File: config.mk
export PLATFORM = sky130hd
export DESIGN_NAME = grid_local_minimum_risk_sum_top_flat
export DESIGN_NICKNAME = d
export VERILOG_FILES = /design/src/hdl/glmrs_pkg.sv /design/src/hdl/glmrs_height_if.sv /design/src/hdl/glmrs_risk_if.sv /design/src/hdl/grid_local_minimum_risk_sum_top.sv /design/src/hdl/glmrs_line_store.sv /design/src/hdl/glmrs_col_cell.sv /design/src/hdl/glmrs_min_judge.sv /design/src/flat_wrapper.sv
export VERILOG_INCLUDE_DIRS = /design/src /design/src/hdl
export SDC_FILE = /design/constraint.sdc
export NUM_CORES = 1
export LEC_CHECK = 0
export BUFFER_PORTS_ARGS = -buffer_cell sky130_fd_sc_hd__buf_2
export CAP_MARGIN = 20
export CORE_ASPECT_RATIO = 1.2
export CORE_MARGIN = 5
export CORE_UTILIZATION = 45
export DETAILED_ROUTE_END_ITERATION = 8
export MAX_ROUTING_LAYER = met4
export PLACE_DENSITY = 0.65
export SKIP_CTS_REPAIR_TIMING = 1
export SYNTH_ARGS = -nofsm -noshare
export SYNTH_HDL_FRONTEND = slang
export SYNTH_SLANG_ARGS = --single-unit
File: constraint.sdc
create_clock -name clk_i -period 14.1 [get_ports clk_i]
set_input_delay 2.82 -clock clk_i [delete_from_list [all_inputs] [get_ports clk_i]]
set_output_delay 2.82 -clock clk_i [all_outputs]
set_load 0.01 [all_outputs]
File: src/hdl/grid_local_minimum_risk_sum_top_defines.svh
// Assertion macros shared by the grid local minimum risk sum RTL.
`ifndef GRID_LOCAL_MINIMUM_RISK_SUM_TOP_DEFINES_SVH
`define GRID_LOCAL_MINIMUM_RISK_SUM_TOP_DEFINES_SVH

`ifndef SYNTHESIS

// Same-cycle implication, disabled during reset
`define GLMRS_ASSERT_IMP(lbl, clk, rst_n, ante, cons) \
  lbl: assert property (@(posedge clk) disable iff (!(rst_n)) (ante) |-> (cons)) \
    else $error("same-cycle implication failed");

// Next-cycle implication, disabled during reset
`define GLMRS_ASSERT_NXT(lbl, clk, rst_n, ante, cons) \
  lbl: assert property (@(posedge clk) disable iff (!(rst_n)) (ante) |=> (cons)) \
    else $error("next-cycle implication failed");

`else

`define GLMRS_ASSERT_IMP(lbl, clk, rst_n, ante, cons)
`define GLMRS_ASSERT_NXT(lbl, clk, rst_n, ante, cons)

`endif

`endif

File: src/hdl/glmrs_pkg.sv
// Types and constants for the grid local minimum risk sum block.
package glmrs_pkg;

  localparam int unsigned HEIGHT_W        = 4;
  localparam int unsigned SUM_W           = 18;
  localparam int unsigned INC_W           = 6;   // up to four minima per beat, each <= 10
  localparam int unsigned CFG_W           = 8;
  localparam int unsigned CFG_RESET_COUNT = 128;

  typedef logic [HEIGHT_W-1:0] height_t;
  typedef logic [SUM_W-1:0]    risk_t;
  typedef logic [INC_W-1:0]    risk_inc_t;
  typedef logic [CFG_W-1:0]    cfg_data_t;

  localparam height_t HEIGHT_CAP = height_t'(9);

  // Configuration register indexes
  typedef enum logic [0:0] {
    CFG_COLUMN_COUNT = 1'b0,
    CFG_ROW_COUNT    = 1'b1
  } cfg_idx_e;

  // One line store entry: the two rows above the current one
  typedef struct packed {
    height_t two_back;
    height_t one_back;
  } line_entry_t;

  // One grid column as seen by the window: two rows back, one back, current
  typedef struct packed {
    height_t top;
    height_t mid;
    height_t bot;
  } column_t;

  // Position flags of the arriving cell
  typedef struct packed {
    logic first_col;   // column 0
    logic early_col;   // column 0 or 1
    logic last_col;
    logic has_up;      // row >= 1
    logic near_top;    // row < 2
    logic last_row;
  } pos_flags_t;

endpackage

File: src/hdl/glmrs_height_if.sv
// Input stream channel carrying one height digit per beat.
interface glmrs_height_if;
  import glmrs_pkg::*;

  logic    valid;
  logic    ready;
  height_t height_value;

  modport source (output valid, output height_value, input ready);
  modport sink   (input valid, input height_value, output ready);
endinterface

File: src/hdl/glmrs_risk_if.sv
// Output stream channel carrying one frame risk sum per beat.
interface glmrs_risk_if;
  import glmrs_pkg::*;

  logic  valid;
  logic  ready;
  risk_t risk_sum;

  modport source (output valid, output risk_sum, input ready);
  modport sink   (input valid, input risk_sum, output ready);
endinterface

File: src/hdl/grid_local_minimum_risk_sum_top.sv
// Top level: streamed four-neighbor local minimum detection with frame risk sum.
//
//  channel    dir  payload                 handshake
//  height_i   in   height_value [3:0]      valid/ready, one cell per beat
//  risk_o     out  risk_sum [17:0]         valid/ready, one beat per frame
//  cfg        in   cfg_idx_i, cfg_data_i   cfg_we_i, no wait
//
// One cell per cycle unless stalled; the sum is registered on the last beat.
// The line store read of the next column is issued as each beat is taken, so its
// registered data is ready for the following cell without a bubble.
// Reset clears positions, sum and output; the line store is not cleared.
// Input stalls only while a finished sum waits on risk_o.
module grid_local_minimum_risk_sum_top #(
  parameter int unsigned MAX_COLUMNS = 128,
  parameter int unsigned MAX_ROWS    = 128
) (
  input  logic                  clk_i,
  input  logic                  rst_ni,
  glmrs_height_if.sink          height_i,
  glmrs_risk_if.source          risk_o,
  input  logic                  cfg_we_i,
  input  glmrs_pkg::cfg_idx_e   cfg_idx_i,
  input  glmrs_pkg::cfg_data_t  cfg_data_i
);
  import glmrs_pkg::*;

`include "grid_local_minimum_risk_sum_top_defines.svh"

  localparam int unsigned CAW = (MAX_COLUMNS > 1) ? $clog2(MAX_COLUMNS) : 1;
  localparam int unsigned RAW = (MAX_ROWS > 1) ? $clog2(MAX_ROWS) : 1;
  localparam logic [CAW-1:0] COL_RST_LAST =
    CAW'(((MAX_COLUMNS < CFG_RESET_COUNT) ? MAX_COLUMNS : CFG_RESET_COUNT) - 1);
  localparam logic [RAW-1:0] ROW_RST_LAST =
    RAW'(((MAX_ROWS < CFG_RESET_COUNT) ? MAX_ROWS : CFG_RESET_COUNT) - 1);

  logic [CAW-1:0] col_q, col_d, last_col_q, last_col_d;
  logic [RAW-1:0] row_q, row_d, last_row_q, last_row_d;
  risk_t          run_q, run_d;
  logic           out_valid_q, out_valid_d;
  risk_t          out_sum_q;

  logic           in_fire, last_cell;
  height_t        height_sat;
  line_entry_t    line_rd, line_wr;
  column_t        cur_col, prev_col, prev2_col;
  pos_flags_t     flags;
  risk_inc_t      inc;
  logic [SUM_W:0] sum_wide;
  risk_t          sum_sat;

  // Handshake: the output register decouples the two sides
  assign height_i.ready = !out_valid_q || risk_o.ready;
  assign in_fire        = height_i.valid && height_i.ready;

  assign height_sat = (height_i.height_value > HEIGHT_CAP) ? HEIGHT_CAP
                                                           : height_i.height_value;

  // Position flags
  always_comb begin
    flags.first_col = (col_q == '0);
    flags.early_col = (col_q <= CAW'(1));
    flags.last_col  = (col_q == last_col_q);
    flags.has_up    = (row_q != '0);
    flags.near_top  = (row_q <= RAW'(1));
    flags.last_row  = (row_q == last_row_q);
  end
  assign last_cell = flags.last_col && flags.last_row;

  // Line store: shift the column down one row on each beat
  assign line_wr.two_back = line_rd.one_back;
  assign line_wr.one_back = height_sat;

  glmrs_line_store #(
    .DEPTH (MAX_COLUMNS),
    .AW    (CAW)
  ) u_line (
    .clk_i   (clk_i),
    .we_i    (in_fire),
    .waddr_i (col_q),
    .wdata_i (line_wr),
    .raddr_i (col_d),
    .rdata_o (line_rd)
  );

  // Window chain: columns c-1 and c-2
  assign cur_col.top = line_rd.two_back;
  assign cur_col.mid = line_rd.one_back;
  assign cur_col.bot = height_sat;

  glmrs_col_cell u_cell0 (
    .clk_i   (clk_i),
    .shift_i (in_fire),
    .col_i   (cur_col),
    .col_o   (prev_col)
  );

  glmrs_col_cell u_cell1 (
    .clk_i   (clk_i),
    .shift_i (in_fire),
    .col_i   (prev_col),
    .col_o   (prev2_col)
  );

  glmrs_min_judge u_judge (
    .flags_i (flags),
    .cur_i   (cur_col),
    .prev_i  (prev_col),
    .prev2_i (prev2_col),
    .inc_o   (inc)
  );

  // Saturating accumulate
  assign sum_wide = {1'b0, run_q} + (SUM_W + 1)'(inc);
  assign sum_sat  = sum_wide[SUM_W] ? '1 : sum_wide[SUM_W-1:0];

  // Configuration: clamp counts to 1..MAX, store last index
  always_comb begin
    last_col_d = last_col_q;
    last_row_d = last_row_q;
    if (cfg_we_i) begin
      case (cfg_idx_i)
        CFG_COLUMN_COUNT: begin
          if (cfg_data_i == '0) begin
            last_col_d = '0;
          end else if (32'(cfg_data_i) > MAX_COLUMNS) begin
            last_col_d = CAW'(MAX_COLUMNS - 1);
          end else begin
            last_col_d = CAW'(cfg_data_i - cfg_data_t'(1));
          end
        end
        CFG_ROW_COUNT: begin
          if (cfg_data_i == '0) begin
            last_row_d = '0;
          end else if (32'(cfg_data_i) > MAX_ROWS) begin
            last_row_d = RAW'(MAX_ROWS - 1);
          end else begin
            last_row_d = RAW'(cfg_data_i - cfg_data_t'(1));
          end
        end
        default: begin
        end
      endcase
    end
  end

  // Raster position and running sum
  always_comb begin
    col_d = col_q;
    row_d = row_q;
    run_d = run_q;
    if (cfg_we_i) begin
      col_d = '0;
      row_d = '0;
      run_d = '0;
    end else if (in_fire) begin
      if (flags.last_col) begin
        col_d = '0;
        row_d = flags.last_row ? '0 : row_q + RAW'(1);
      end else begin
        col_d = col_q + CAW'(1);
      end
      run_d = last_cell ? '0 : sum_sat;
    end
  end

  // Output register
  always_comb begin
    out_valid_d = out_valid_q;
    if (in_fire && last_cell) begin
      out_valid_d = 1'b1;
    end else if (risk_o.ready) begin
      out_valid_d = 1'b0;
    end
  end

  always_ff @(posedge clk_i or negedge rst_ni) begin
    if (!rst_ni) begin
      col_q       <= '0;
      row_q       <= '0;
      run_q       <= '0;
      last_col_q  <= COL_RST_LAST;
      last_row_q  <= ROW_RST_LAST;
      out_valid_q <= 1'b0;
    end else begin
      col_q       <= col_d;
      row_q       <= row_d;
      run_q       <= run_d;
      last_col_q  <= last_col_d;
      last_row_q  <= last_row_d;
      out_valid_q <= out_valid_d;
    end
  end

  always_ff @(posedge clk_i) begin
    if (in_fire && last_cell) begin
      out_sum_q <= sum_sat;
    end
  end

  assign risk_o.valid    = out_valid_q;
  assign risk_o.risk_sum = out_sum_q;

  // Checks
  `GLMRS_ASSERT_IMP(a_pos_in_range, clk_i, rst_ni, 1'b1,
                    (col_q <= last_col_q) && (row_q <= last_row_q))
  `GLMRS_ASSERT_IMP(a_out_from_last_cell, clk_i, rst_ni, $rose(out_valid_q),
                    $past(in_fire && last_cell))
  `GLMRS_ASSERT_NXT(a_col_advance, clk_i, rst_ni, in_fire && !cfg_we_i && !flags.last_col,
                    col_q == CAW'($past(col_q) + CAW'(1)))
  `GLMRS_ASSERT_NXT(a_frame_restart, clk_i, rst_ni, in_fire && !cfg_we_i && last_cell,
                    (run_q == '0) && (col_q == '0) && (row_q == '0) && out_valid_q)

endmodule

File: src/hdl/glmrs_line_store.sv
// Line store holding the two prior rows, one entry per column, write-first read.
module glmrs_line_store #(
  parameter int unsigned DEPTH = 128,
  parameter int unsigned AW    = 7
) (
  input  logic                     clk_i,
  input  logic                     we_i,
  input  logic [AW-1:0]            waddr_i,
  input  glmrs_pkg::line_entry_t   wdata_i,
  input  logic [AW-1:0]            raddr_i,
  output glmrs_pkg::line_entry_t   rdata_o
);
  import glmrs_pkg::*;

  line_entry_t mem_q [DEPTH];
  line_entry_t rdata_q;

  // Write port
  always_ff @(posedge clk_i) begin
    if (we_i) begin
      mem_q[waddr_i] <= wdata_i;
    end
  end

  // Registered read; a same-address write is forwarded
  always_ff @(posedge clk_i) begin
    if (we_i && (waddr_i == raddr_i)) begin
      rdata_q <= wdata_i;
    end else begin
      rdata_q <= mem_q[raddr_i];
    end
  end

  assign rdata_o = rdata_q;

endmodule

File: src/hdl/glmrs_col_cell.sv
// Window cell: holds one grid column triplet and passes it on each beat.
module glmrs_col_cell (
  input  logic               clk_i,
  input  logic               shift_i,
  input  glmrs_pkg::column_t col_i,
  output glmrs_pkg::column_t col_o
);
  import glmrs_pkg::*;

  column_t col_q;

  always_ff @(posedge clk_i) begin
    if (shift_i) begin
      col_q <= col_i;
    end
  end

  assign col_o = col_q;

endmodule

File: src/hdl/glmrs_min_judge.sv
// Minimum decisions for one beat: cells that became fully known, summed as height plus one.
module glmrs_min_judge (
  input  glmrs_pkg::pos_flags_t flags_i,
  input  glmrs_pkg::column_t    cur_i,    // column c: two back, one back, arriving
  input  glmrs_pkg::column_t    prev_i,   // column c-1
  input  glmrs_pkg::column_t    prev2_i,  // column c-2
  output glmrs_pkg::risk_inc_t  inc_o
);
  import glmrs_pkg::*;

  logic      take_a, take_b, take_c, take_d;
  risk_inc_t term_a, term_b, term_c, term_d;

  always_comb begin
    // Row above, column c-1: all four neighbors now known
    take_a = flags_i.has_up && !flags_i.first_col
          && (flags_i.early_col || (prev_i.mid < prev2_i.mid))
          && (prev_i.mid < cur_i.mid)
          && (flags_i.near_top || (prev_i.mid < prev_i.top))
          && (prev_i.mid < prev_i.bot);

    // Row above, last column: no right neighbor
    take_b = flags_i.has_up && flags_i.last_col
          && (flags_i.first_col || (cur_i.mid < prev_i.mid))
          && (flags_i.near_top || (cur_i.mid < cur_i.top))
          && (cur_i.mid < cur_i.bot);

    // Last row, column c-1: no lower neighbor
    take_c = flags_i.last_row && !flags_i.first_col
          && (flags_i.early_col || (prev_i.bot < prev2_i.bot))
          && (prev_i.bot < cur_i.bot)
          && (!flags_i.has_up || (prev_i.bot < prev_i.mid));

    // Last row, last column: only left and upper neighbors
    take_d = flags_i.last_row && flags_i.last_col
          && (flags_i.first_col || (cur_i.bot < prev_i.bot))
          && (!flags_i.has_up || (cur_i.bot < cur_i.mid));

    term_a = take_a ? INC_W'(prev_i.mid) + INC_W'(1) : '0;
    term_b = take_b ? INC_W'(cur_i.mid)  + INC_W'(1) : '0;
    term_c = take_c ? INC_W'(prev_i.bot) + INC_W'(1) : '0;
    term_d = take_d ? INC_W'(cur_i.bot)  + INC_W'(1) : '0;
  end

  assign inc_o = term_a + term_b + term_c + term_d;

endmodule

File: src/flat_wrapper.sv
// flat-port wrapper written by rule: the top's interface ports become plain ports
module grid_local_minimum_risk_sum_top_flat import glmrs_pkg::*;
#(
  parameter int unsigned MAX_COLUMNS = 128,
  parameter int unsigned MAX_ROWS    = 128
)
  (clk_i, rst_ni, cfg_we_i, cfg_idx_i, cfg_data_i, height_i_valid, height_i_height_value, height_i_ready, risk_o_valid, risk_o_risk_sum, risk_o_ready);
  glmrs_height_if height_i_i ();
  glmrs_risk_if risk_o_i ();
  input  logic clk_i;
  input  logic rst_ni;
  input  logic cfg_we_i;
  input  glmrs_pkg::cfg_idx_e cfg_idx_i;
  input  glmrs_pkg::cfg_data_t cfg_data_i;
  input wire logic [$bits(height_i_i.valid)-1:0] height_i_valid;
  input wire logic [$bits(height_i_i.height_value)-1:0] height_i_height_value;
  output wire logic [$bits(height_i_i.ready)-1:0] height_i_ready;
  output wire logic [$bits(risk_o_i.valid)-1:0] risk_o_valid;
  output wire logic [$bits(risk_o_i.risk_sum)-1:0] risk_o_risk_sum;
  input wire logic [$bits(risk_o_i.ready)-1:0] risk_o_ready;
  assign height_i_i.valid = height_i_valid;
  assign height_i_i.height_value = height_i_height_value;
  assign height_i_ready = height_i_i.ready;
  assign risk_o_valid = risk_o_i.valid;
  assign risk_o_risk_sum = risk_o_i.risk_sum;
  assign risk_o_i.ready = risk_o_ready;
  grid_local_minimum_risk_sum_top #(.MAX_COLUMNS(MAX_COLUMNS), .MAX_ROWS(MAX_ROWS)) u_core (.clk_i(clk_i), .rst_ni(rst_ni), .height_i(height_i_i), .risk_o(risk_o_i), .cfg_we_i(cfg_we_i), .cfg_idx_i(cfg_idx_i), .cfg_data_i(cfg_data_i));
endmodule
# [Yosys cells after proc, flatten, opt, wreduce, memory -nomap -nowiden]
# Memory sizes are Yosys's and may differ from the RTL's. A register that Yosys moved wholly into a read port is not among the register bits.
# Cells that the tools add are included.
[word_totals] regBits=85 ram_bits=1024 input_bits=18 word_cells=104 memories=1
[memory_table] name="u_core.u_line.mem_q" depth=128 word_bits=8 read_ports=1 rd_clocked_by_memory_dff=1 write_ports=1 line_no="glmrs_line_store.sv:15" text="line_entry_t mem_q [DEPTH];"
[op_classes] add_sub_neg=11 order_cmp=16 eq_ne=2 mux=22 n_bitwise=1 reduce_logical=39
[ops] op="$mux 18" count=4
[ops] op="$mux 7" count=9
[ops] op="$lt 4x4->1" count=12
[ops] op="$add 4x1->5 const B" count=4
[ops] op="$mux 5" count=4
[ops] op="$add 18x6->19" count=1
[ops] op="$logic_and 1x1->1" count=18
[ops] op="$add 7x1->7 const B" count=2
[ops] op="$eq 7x7->1" count=2
[ops] op="$le 7x1->1 const B" count=2
[ops] op="$add 6x5->6" count=2
[ops] op="$logic_or 1x1->1" count=9
[ops] op="$gt 8x8->1 const B" count=1
[ops] op="$logic_not 8->1" count=1
[ops] op="$logic_not 7->1" count=1
[ops] op="$reduce_bool 7->1" count=1
[ops] op="$sub 7x1->7 const B" count=1
[ops] op="$add 5x5->6" count=1
[ops] op="$reduce_and 2->1" count=3
[ops] op="$reduce_bool 2->1" count=3
[ops] op="$gt 4x4->1 const B" count=1
[ops] op="$mux 1" count=4
[ops] op="$mux 4" count=1
[ops] op="$logic_not 1->1" count=3
[ops] op="$not 1->1" count=1

# [Longest topological paths before layout]
# Gate-level depths: netlist of the first run.
[logic_depth] depth_word=16 ltp_mapped=38

# [By module]
# Synthesis of the first run repeated with hierarchy kept, for this count alone.
[hier_totals] hier_cells=2214 hier_area_um2=45437.3
[modules_own_cells] mod="glmrs_line_store" instances=1 cells_per_inst=1634 area_per_inst_um2=39645.5 seq_area_each_um2=30889.6
[modules_own_cells] mod="grid_local_minimum_risk_sum_top" instances=1 cells_per_inst=374 area_per_inst_um2=3621.0 seq_area_each_um2=1734.2
[modules_own_cells] mod="glmrs_min_judge" instances=1 cells_per_inst=182 area_per_inst_um2=1450.1 seq_area_each_um2=0.0
[modules_own_cells] mod="glmrs_col_cell" instances=2 cells_per_inst=12 area_per_inst_um2=360.3 seq_area_each_um2=360.3

# [Worst setup path after synthesis of the first run]
# OpenSTA, ideal clock, no wires.
[synth_path] path_kind="reg-to-reg" start="register (tool-made name)" end="register u_core.run_q[11]" setup_ps=121 arrival_ps=11884 required_ps=13979 path_slack_ps=2095 stages_incl_launch_ff=29 n_path_buf=4 cell_sequence="dfxtp_1 > buf_2 > buf_1 > buf_1 > nand2_1 > nand2_1 > a21oi_1 > o21ai_0 > ha_1 > a21oi_1 > a21o_1 > o2111ai_1 > a21oi_1 > nand2_1 > fa_1 > fa_1 > inv_1 > ha_1 > fa_1 > ha_1 > a21o_1 > a21oi_1 > o21bai_1 > a21oi_1 > nor2_1 > nand3_1 > clkbuf_1 > nand3_1 > a22o_1"
[synth_lines] element="end signal: assignment" line_no="grid_local_minimum_risk_sum_top.sv:187" text="run_q <= run_d;"
[synth_lines] element="end: declaration" line_no="grid_local_minimum_risk_sum_top.sv:38" text="risk_t run_q, run_d;"

==> results of run 1 <==
cell families (layout without fill, tap and decap cells):
family	after synthesis	after routing	share of synthesized area, %
XOR/XNOR	41	41	0.791
AO/OA/AOI/OAI	235	235	3.51
multiplexers	340	340	14.7
adder cells (fa/ha/maj)	62	62	1.89
AND/OR/NAND/NOR	401	401	4.08
buffers and inverters	172	336	1.87
flip-flops	1116	1116	73.2
other	1	3	0.00826
worst reg2reg max path, delay by kind of cell, from the launching register on:
family                   cells  cell delay [ns]
AO/OA/AOI/OAI               12             2.73
adder cells (fa/ha/maj)      6             2.17
buffers and inverters        4             1.65
flip-flops                   1             0.70
multiplexers                 1             0.35
AND/OR/NAND/NOR              7             2.14
final timing paths:
path | endpoint | slack, ns | start
hold reg to reg | u_core.last_row_q[5]$_DFFE_PN1P_ | 0.50 | u_core.last_row_q[5]$_DFFE_PN1P_
max in group asynchronous | u_core.last_row_q[3]$_DFFE_PN1P_ | 11.49 | rst_ni
setup / recovery | u_core.run_q[12]$_DFFE_PN0P_ | 4.24 | register
min in group asynchronous | u_core.run_q[3]$_DFFE_PN0P_ | 2.03 | rst_ni
hold / removal | u_core.last_row_q[5]$_DFFE_PN1P_ | 0.50 | u_core.last_row_q[5]$_DFFE_PN1P_
setup reg to reg | u_core.run_q[12]$_DFFE_PN0P_ | 4.24 | register
metal layers:
layer  track usage [%]  share of wire (%)
met5                 -                  0
met2              34.3                 50
met4              7.83                3.9
met1              26.7                 39
met3              3.15                7.0
synthesized netlist by cell type, types with 7 or more instances:
library cell / number / area, um2
nor2_1: 170 / 638
and2_1: 10 / 62.6
a22oi_1: 44 / 330
o221ai_1: 9 / 78.8
nor3_1: 12 / 60.1
mux4_2: 260 / 5860
xnor2_1: 25 / 219
buf_1: 14 / 52.6
edfxtp_1: 1062 / 31900
inv_1: 56 / 210
buf_6: 19 / 214
dfxtp_1: 7 / 140
a31oi_1: 8 / 50.1
nor2b_1: 23 / 144
nand2b_1: 18 / 113
buf_4: 7 / 52.6
nand2_1: 86 / 323
and3_1: 10 / 62.6
xor2_1: 16 / 140
dfstp_2: 14 / 368
dfrtp_1: 33 / 826
a21oi_1: 48 / 240
nand3_1: 32 / 160
ha_1: 51 / 638
nand4_1: 10 / 62.6
a21o_1: 12 / 90.1
clkbuf_1: 42 / 158
o21a_1: 9 / 67.6
mux2i_1: 69 / 691
a22o_1: 17 / 149
o21ai_0: 42 / 210
fa_1: 11 / 220
buf_2: 28 / 140
mux2_2: 11 / 124
through the flow:
stage / power (mW) / instances
after floorplan: 4.16 / 2368
after CTS: 7.08 / 3820
after global routing: 7.26 / 3824
after global placement: 4.32 / 3631
final: 7.05 / 3824
after detailed placement: 4.34 / 3632
where the power goes:
group / internal (mW) / leakage, nW / total [mW] / switching (mW)
sequential: 3.71 / 10.1 / 3.74 / 0.0250
combinational: 0.199 / 4.17 / 0.525 / 0.326
clock: 1.57 / 1.65 / 2.78 / 1.21
total: 5.49 / 15.9 / 7.05 / 1.56
final cells by class:
class	instances	area (um2)	share of cell area, %
clock inverters	62	648	1.28
inverters	62	238	0.471
flip-flops and latches	1116	33200	65.8
clock buffers	126	2710	5.36
multi-input cells	1080	11400	22.6
well taps	1290	1610	3.20
diodes	2	5.00	0.00991
repair buffers	86	646	1.28
cells in the final DEF, fill, tap and decap left out, types with 17 or more instances in the layout:
master | netlist | final
nand2b_1 | 18 | 17
clkbuf_1 | 42 | 20
dfrtp_1 | 33 | 33
nand2_1 | 86 | 85
nand3_1 | 32 | 30
a22oi_1 | 44 | 44
edfxtp_1 | 1062 | 1062
o21ai_0 | 42 | 41
a21oi_1 | 48 | 48
mux4_2 | 260 | 260
clkinv_2 | 0 | 22
buf_4 | 7 | 44
ha_1 | 51 | 51
inv_1 | 56 | 55
mux2i_1 | 69 | 69
nor2_1 | 170 | 170
xnor2_1 | 25 | 25
a22o_1 | 17 | 17
nor2b_1 | 23 | 19
clkinv_1 | 1 | 17
buf_2 | 28 | 36
clkbuf_16 | 0 | 104
registers in the layout (all words and copies together), names as in the netlist, named ones only:
name                    count
u_core.risk_o.risk_sum     18
u_core.risk_o.valid         1
u_core.u_line.mem_q      1024
u_core.last_col_q           7
u_core.last_row_q           7
u_core.run_q               18
u_core.u_cell1.col_o        8
u_core.u_cell0.col_o       12
u_core.row_q                7
u_core.col_q                7
==> results.sh, run 1 <==
export IMPL_run_status="complete, no violations"
export IMPL_routabilityCongestion=0.844
export IMPL_fin_setup_tns_ns=0
export IMPL_fin_area_um2=50500
export IMPL_pre_cts_slack_ns=4.39
export IMPL_area_growth_pct=11.2
export IMPL_worst_path_most_repeated_cell="a21oi_1"
export IMPL_drt_iter0_drc=2415
export IMPL_grtUsageTotal_pct=20.9
export IMPL_numPortBuffers=37
export IMPL_path_class="reg -> reg"
export IMPL_irDropWorstVdd_uv=104
export IMPL_cellPowerDensity_nw_per_um2=140
export IMPL_fill_cells=7916
export IMPL_grt_max_degree=113
export IMPL_synthCells=2368
export IMPL_synth_top_flop_cell="edfxtp_1"
export IMPL_slew_limit_headroom_pct=26.4
export IMPL_reg2regPathDepth=30
export IMPL_antenna_found_initial=3
export IMPL_crit_cells=30
export IMPL_vias=23100
export IMPL_dpl_hpwl_mm=67.1
export IMPL_async_reset_ff_share_pct=4.21
export IMPL_setup_slack_ns=4.24
export IMPL_grt_first_pass_wirelength_mm=161
export IMPL_die_w_um=300
export IMPL_start_kind="register"
export IMPL_cp_slowest_cell="buf_4"
export IMPL_slew_viol_final=0
export IMPL_antenna_left=0
export IMPL_period_needed_ns=9.86
export IMPL_worstPathRequired_ns=14.67
export IMPL_hold_path_class="reg -> reg"
export IMPL_hold_path_cell_count=2
export IMPL_numClockSinks=1116
export IMPL_slowest_delay_ns=0.77
export IMPL_die_y_um=358
export IMPL_worstMarginPinSlew_ns=1.10
export IMPL_tritoncts="built"
export IMPL_yosysSeqAreaShare_pct=73.2
export IMPL_dr_pass1_iters=6
export IMPL_power_leakage_nw=15.9
export IMPL_drc=0
export IMPL_fin_worst_skew_ns=0.0289
export IMPL_syn_area_per_cell_um2=19.2
export IMPL_crit_buf_inv=4
export IMPL_cts_buffer_depth=3
export IMPL_rows=127
export IMPL_start_util_pct=45.4
export IMPL_vias_per_cell=6.03
export IMPL_cp_end_kind="register"
export IMPL_dpl_cell_area_um2=47100
export IMPL_io_pins=38
export IMPL_htree_levels=3
export IMPL_post_route_period_util_pct=69.9
export IMPL_synth_edf_count=1062
export IMPL_finalSetupViolCount=0
export IMPL_drive_gt1_share_pct=21.8
export IMPL_die_area_um2=107000
export IMPL_synth_area_um2=45400
export IMPL_drt_wirelength_per_cell_um=28.5
export IMPL_grt_overflow=0
export IMPL_num_nets_final=2529
export IMPL_synth_warnings=0
export IMPL_routed_wl_mm=109
export IMPL_hold_viol=0
export IMPL_clkLatencyLatePin_ns=0.70
export IMPL_rsz0062_at_grt="no"
export IMPL_final_core_util_pct=50.4
export IMPL_clock_fmax_mhz=101
export IMPL_worstPathMaxFanout=55
export IMPL_cp_arrival_ns=10.42
export IMPL_numCtsBuffers=103
export IMPL_ys_ff_latch=1116
export IMPL_core_um2=100000
export IMPL_synth_nets=2448
export IMPL_crit_family="compound AO/OA/AOI/OAI gates"
export IMPL_path_clk_slew_ns=0.06
export IMPL_grt_pass1_vias=23500
export IMPL_holdWs_ns=0.498
export IMPL_cts_root_buf="clkbuf_16"
export IMPL_synth_distinct_cells=64
export IMPL_cap_viol_max_count=0
(Power assumes the default switching activity.)
==> inputs of run 2 (changes only) <==
==> constraint.sdc (replaced) <==
create_clock -name clk_i -period 10 [get_ports clk_i]
set_input_delay 2 -clock clk_i [delete_from_list [all_inputs] [get_ports clk_i]]
set_output_delay 2 -clock clk_i [all_outputs]
set_load 0.01 [all_outputs]
==> run 2 against run 1 <==
Global-route usage barely moved. Cell count grew 0.31%. Sequential share of layout area fell by 0.12 points. Clock power increased by 41%. Sequential power increased by 41%. Cell area grew 0.19%. Non-clock buffer count increased by 12. Die area did not move. Sequential cell count is the same. Combinational power is 41% higher. Critical endpoint unchanged.
==> results.sh, run 2 (synthesized netlist as in run 1, its figures left out) <==
export IMPL_die_area_um2=107000
export IMPL_period_needed_ns=9.05
export IMPL_run_status="complete, no violations"
export IMPL_grt_overflow=0
export IMPL_drt_iter0_drc=2209
export IMPL_worst_path_most_repeated_cell="a21oi_1"
export IMPL_antenna_found_initial=1
export IMPL_fin_setup_tns_ns=0
export IMPL_area_growth_pct=11.4
export IMPL_htree_levels=3
export IMPL_slowest_delay_ns=0.95
export IMPL_largest_reg_flops=1024
export IMPL_clock_fmax_mhz=110
export IMPL_numClockSinks=1116
export IMPL_num_nets_final=2540
export IMPL_cts_root_buf="clkbuf_16"
export IMPL_clkLatencyLatePin_ns=0.69
export IMPL_die_w_um=300
export IMPL_slew_viol_final=0
export IMPL_power_leakage_nw=16.0
export IMPL_fin_area_um2=50600
export IMPL_rsz0062_at_grt="no"
export IMPL_hold_viol=0
export IMPL_cellPowerDensity_nw_per_um2=197
export IMPL_drive_gt1_share_pct=22.1
export IMPL_pre_cts_slack_ns=0.914
export IMPL_hold_path_class="reg -> reg"
export IMPL_worstMarginPinSlew_ns=1.12
export IMPL_min_from="u_core.last_col_q[4]$_DFFE_PN1P_"
export IMPL_rows=127
export IMPL_path_class="reg -> reg"
export IMPL_numCtsBuffers=102
export IMPL_fin_worst_skew_ns=0.0314
export IMPL_grt_max_degree=90
export IMPL_layout_common_cells="edfxtp_1, mux4_2, nor2_1, clkbuf_16, nand2_1"
export IMPL_vias=23200
export IMPL_rr_endpoint="u_core.run_q[12]$_DFFE_PN0P_"
export IMPL_irDropWorstVdd_uv=136
export IMPL_placedCellCount=3642
export IMPL_dpl_cell_area_um2=47200
export IMPL_core_um2=100000
export IMPL_holdWs_ns=0.499
export IMPL_final_core_util_pct=50.5
export IMPL_final_cells=3836
export IMPL_tritoncts="built"
export IMPL_io_pins=38
export IMPL_path_clk_slew_ns=0.06
export IMPL_slew_limit_headroom_pct=24.9
export IMPL_routabilityCongestion=0.877
export IMPL_dpl_hpwl_mm=68.5
export IMPL_setup_slack_ns=0.946
export IMPL_vias_per_cell=6.04
export IMPL_cts_buffer_depth=3
export IMPL_start_kind="register"
export IMPL_r2r_slack_ns=0.95
export IMPL_cp_slowest_cell="dfxtp_4"
export IMPL_routed_wl_mm=109
export IMPL_setup_worst_path_end="u_core.run_q[12]$_DFFE_PN0P_"
export IMPL_dr_pass1_iters=6
export IMPL_worstPathMaxFanout=54
export IMPL_top_register="u_core.u_line.mem_q"
export IMPL_start_util_pct=45.4
export IMPL_post_route_period_util_pct=90.5
export IMPL_reg2regPathDepth=28
export IMPL_grt_pass1_vias=23900
export IMPL_drt_wirelength_per_cell_um=28.4
export IMPL_cap_viol_max_count=0
export IMPL_cp_end_kind="register"
export IMPL_drc=0
export IMPL_final_common_cell="edfxtp_1"
export IMPL_die_y_um=358
export IMPL_cp_arrival_ns=9.62
export IMPL_grt_first_pass_wirelength_mm=162
export IMPL_worstPathRequired_ns=10.57
export IMPL_antenna_left=0
export IMPL_grtUsageTotal_pct=20.9
export IMPL_finalSetupViolCount=0
export IMPL_power_total_mw=9.94
export IMPL_antenna_cells=0
export IMPL_numPortBuffers=37
[run 2: worst min-delay path by stage]
stage / to / cells after the start
2_1_floorplan: u_core.last_col_q[4]$_DFFE_PN1P_ / 2
3_3_place_gp: u_core.last_row_q[5]$_DFFE_PN1P_ / 2
3_5_place_dp: u_core.last_col_q[0]$_DFFE_PN1P_ / 2
4_1_cts: u_core.last_col_q[4]$_DFFE_PN1P_ / 2
5_1_grt: u_core.last_row_q[2]$_DFFE_PN1P_ / 2
6_report: u_core.last_col_q[4]$_DFFE_PN1P_ / 2
[run 2: critical path, delay by kind of cell, from the launching register on]
| family | cells | cell delay (ns) |
|---|---|---|
| AO/OA/AOI/OAI | 13 | 2.96 |
| adder cells (fa/ha/maj) | 6 | 2.36 |
| buffers and inverters | 4 | 0.72 |
| flip-flops | 1 | 0.95 |
| multiplexers | 1 | 0.52 |
| AND/OR/NAND/NOR | 4 | 1.37 |
[run 2: layout make-up]
cell class / count / area (um2)
tap: 1290 / 1610
clock buffer: 126 / 2690
timing repair buffer: 98 / 747
multi-input combinational: 1080 / 11400
sequential: 1116 / 33200
inverter: 62 / 238
fill: 7813 / 49500
clock inverter: 64 / 668
[run 2: layer usage]
| layer | track usage [%] | part of all wire (%) |
|---|---|---|
| met2 | 34.4 | 51 |
| met4 | 7.08 | 3.5 |
| met1 | 27.0 | 39 |
| met3 | 3.15 | 6.5 |
| met5 | - | 0 |
[run 2: power by group]
group / total [mW] / internal, mW / switching (mW)
Sequential: 5.28 / 5.24 / 0.0393
Combinational: 0.741 / 0.283 / 0.458
Clock: 3.92 / 2.21 / 1.71
Total: 9.94 / 7.73 / 2.21
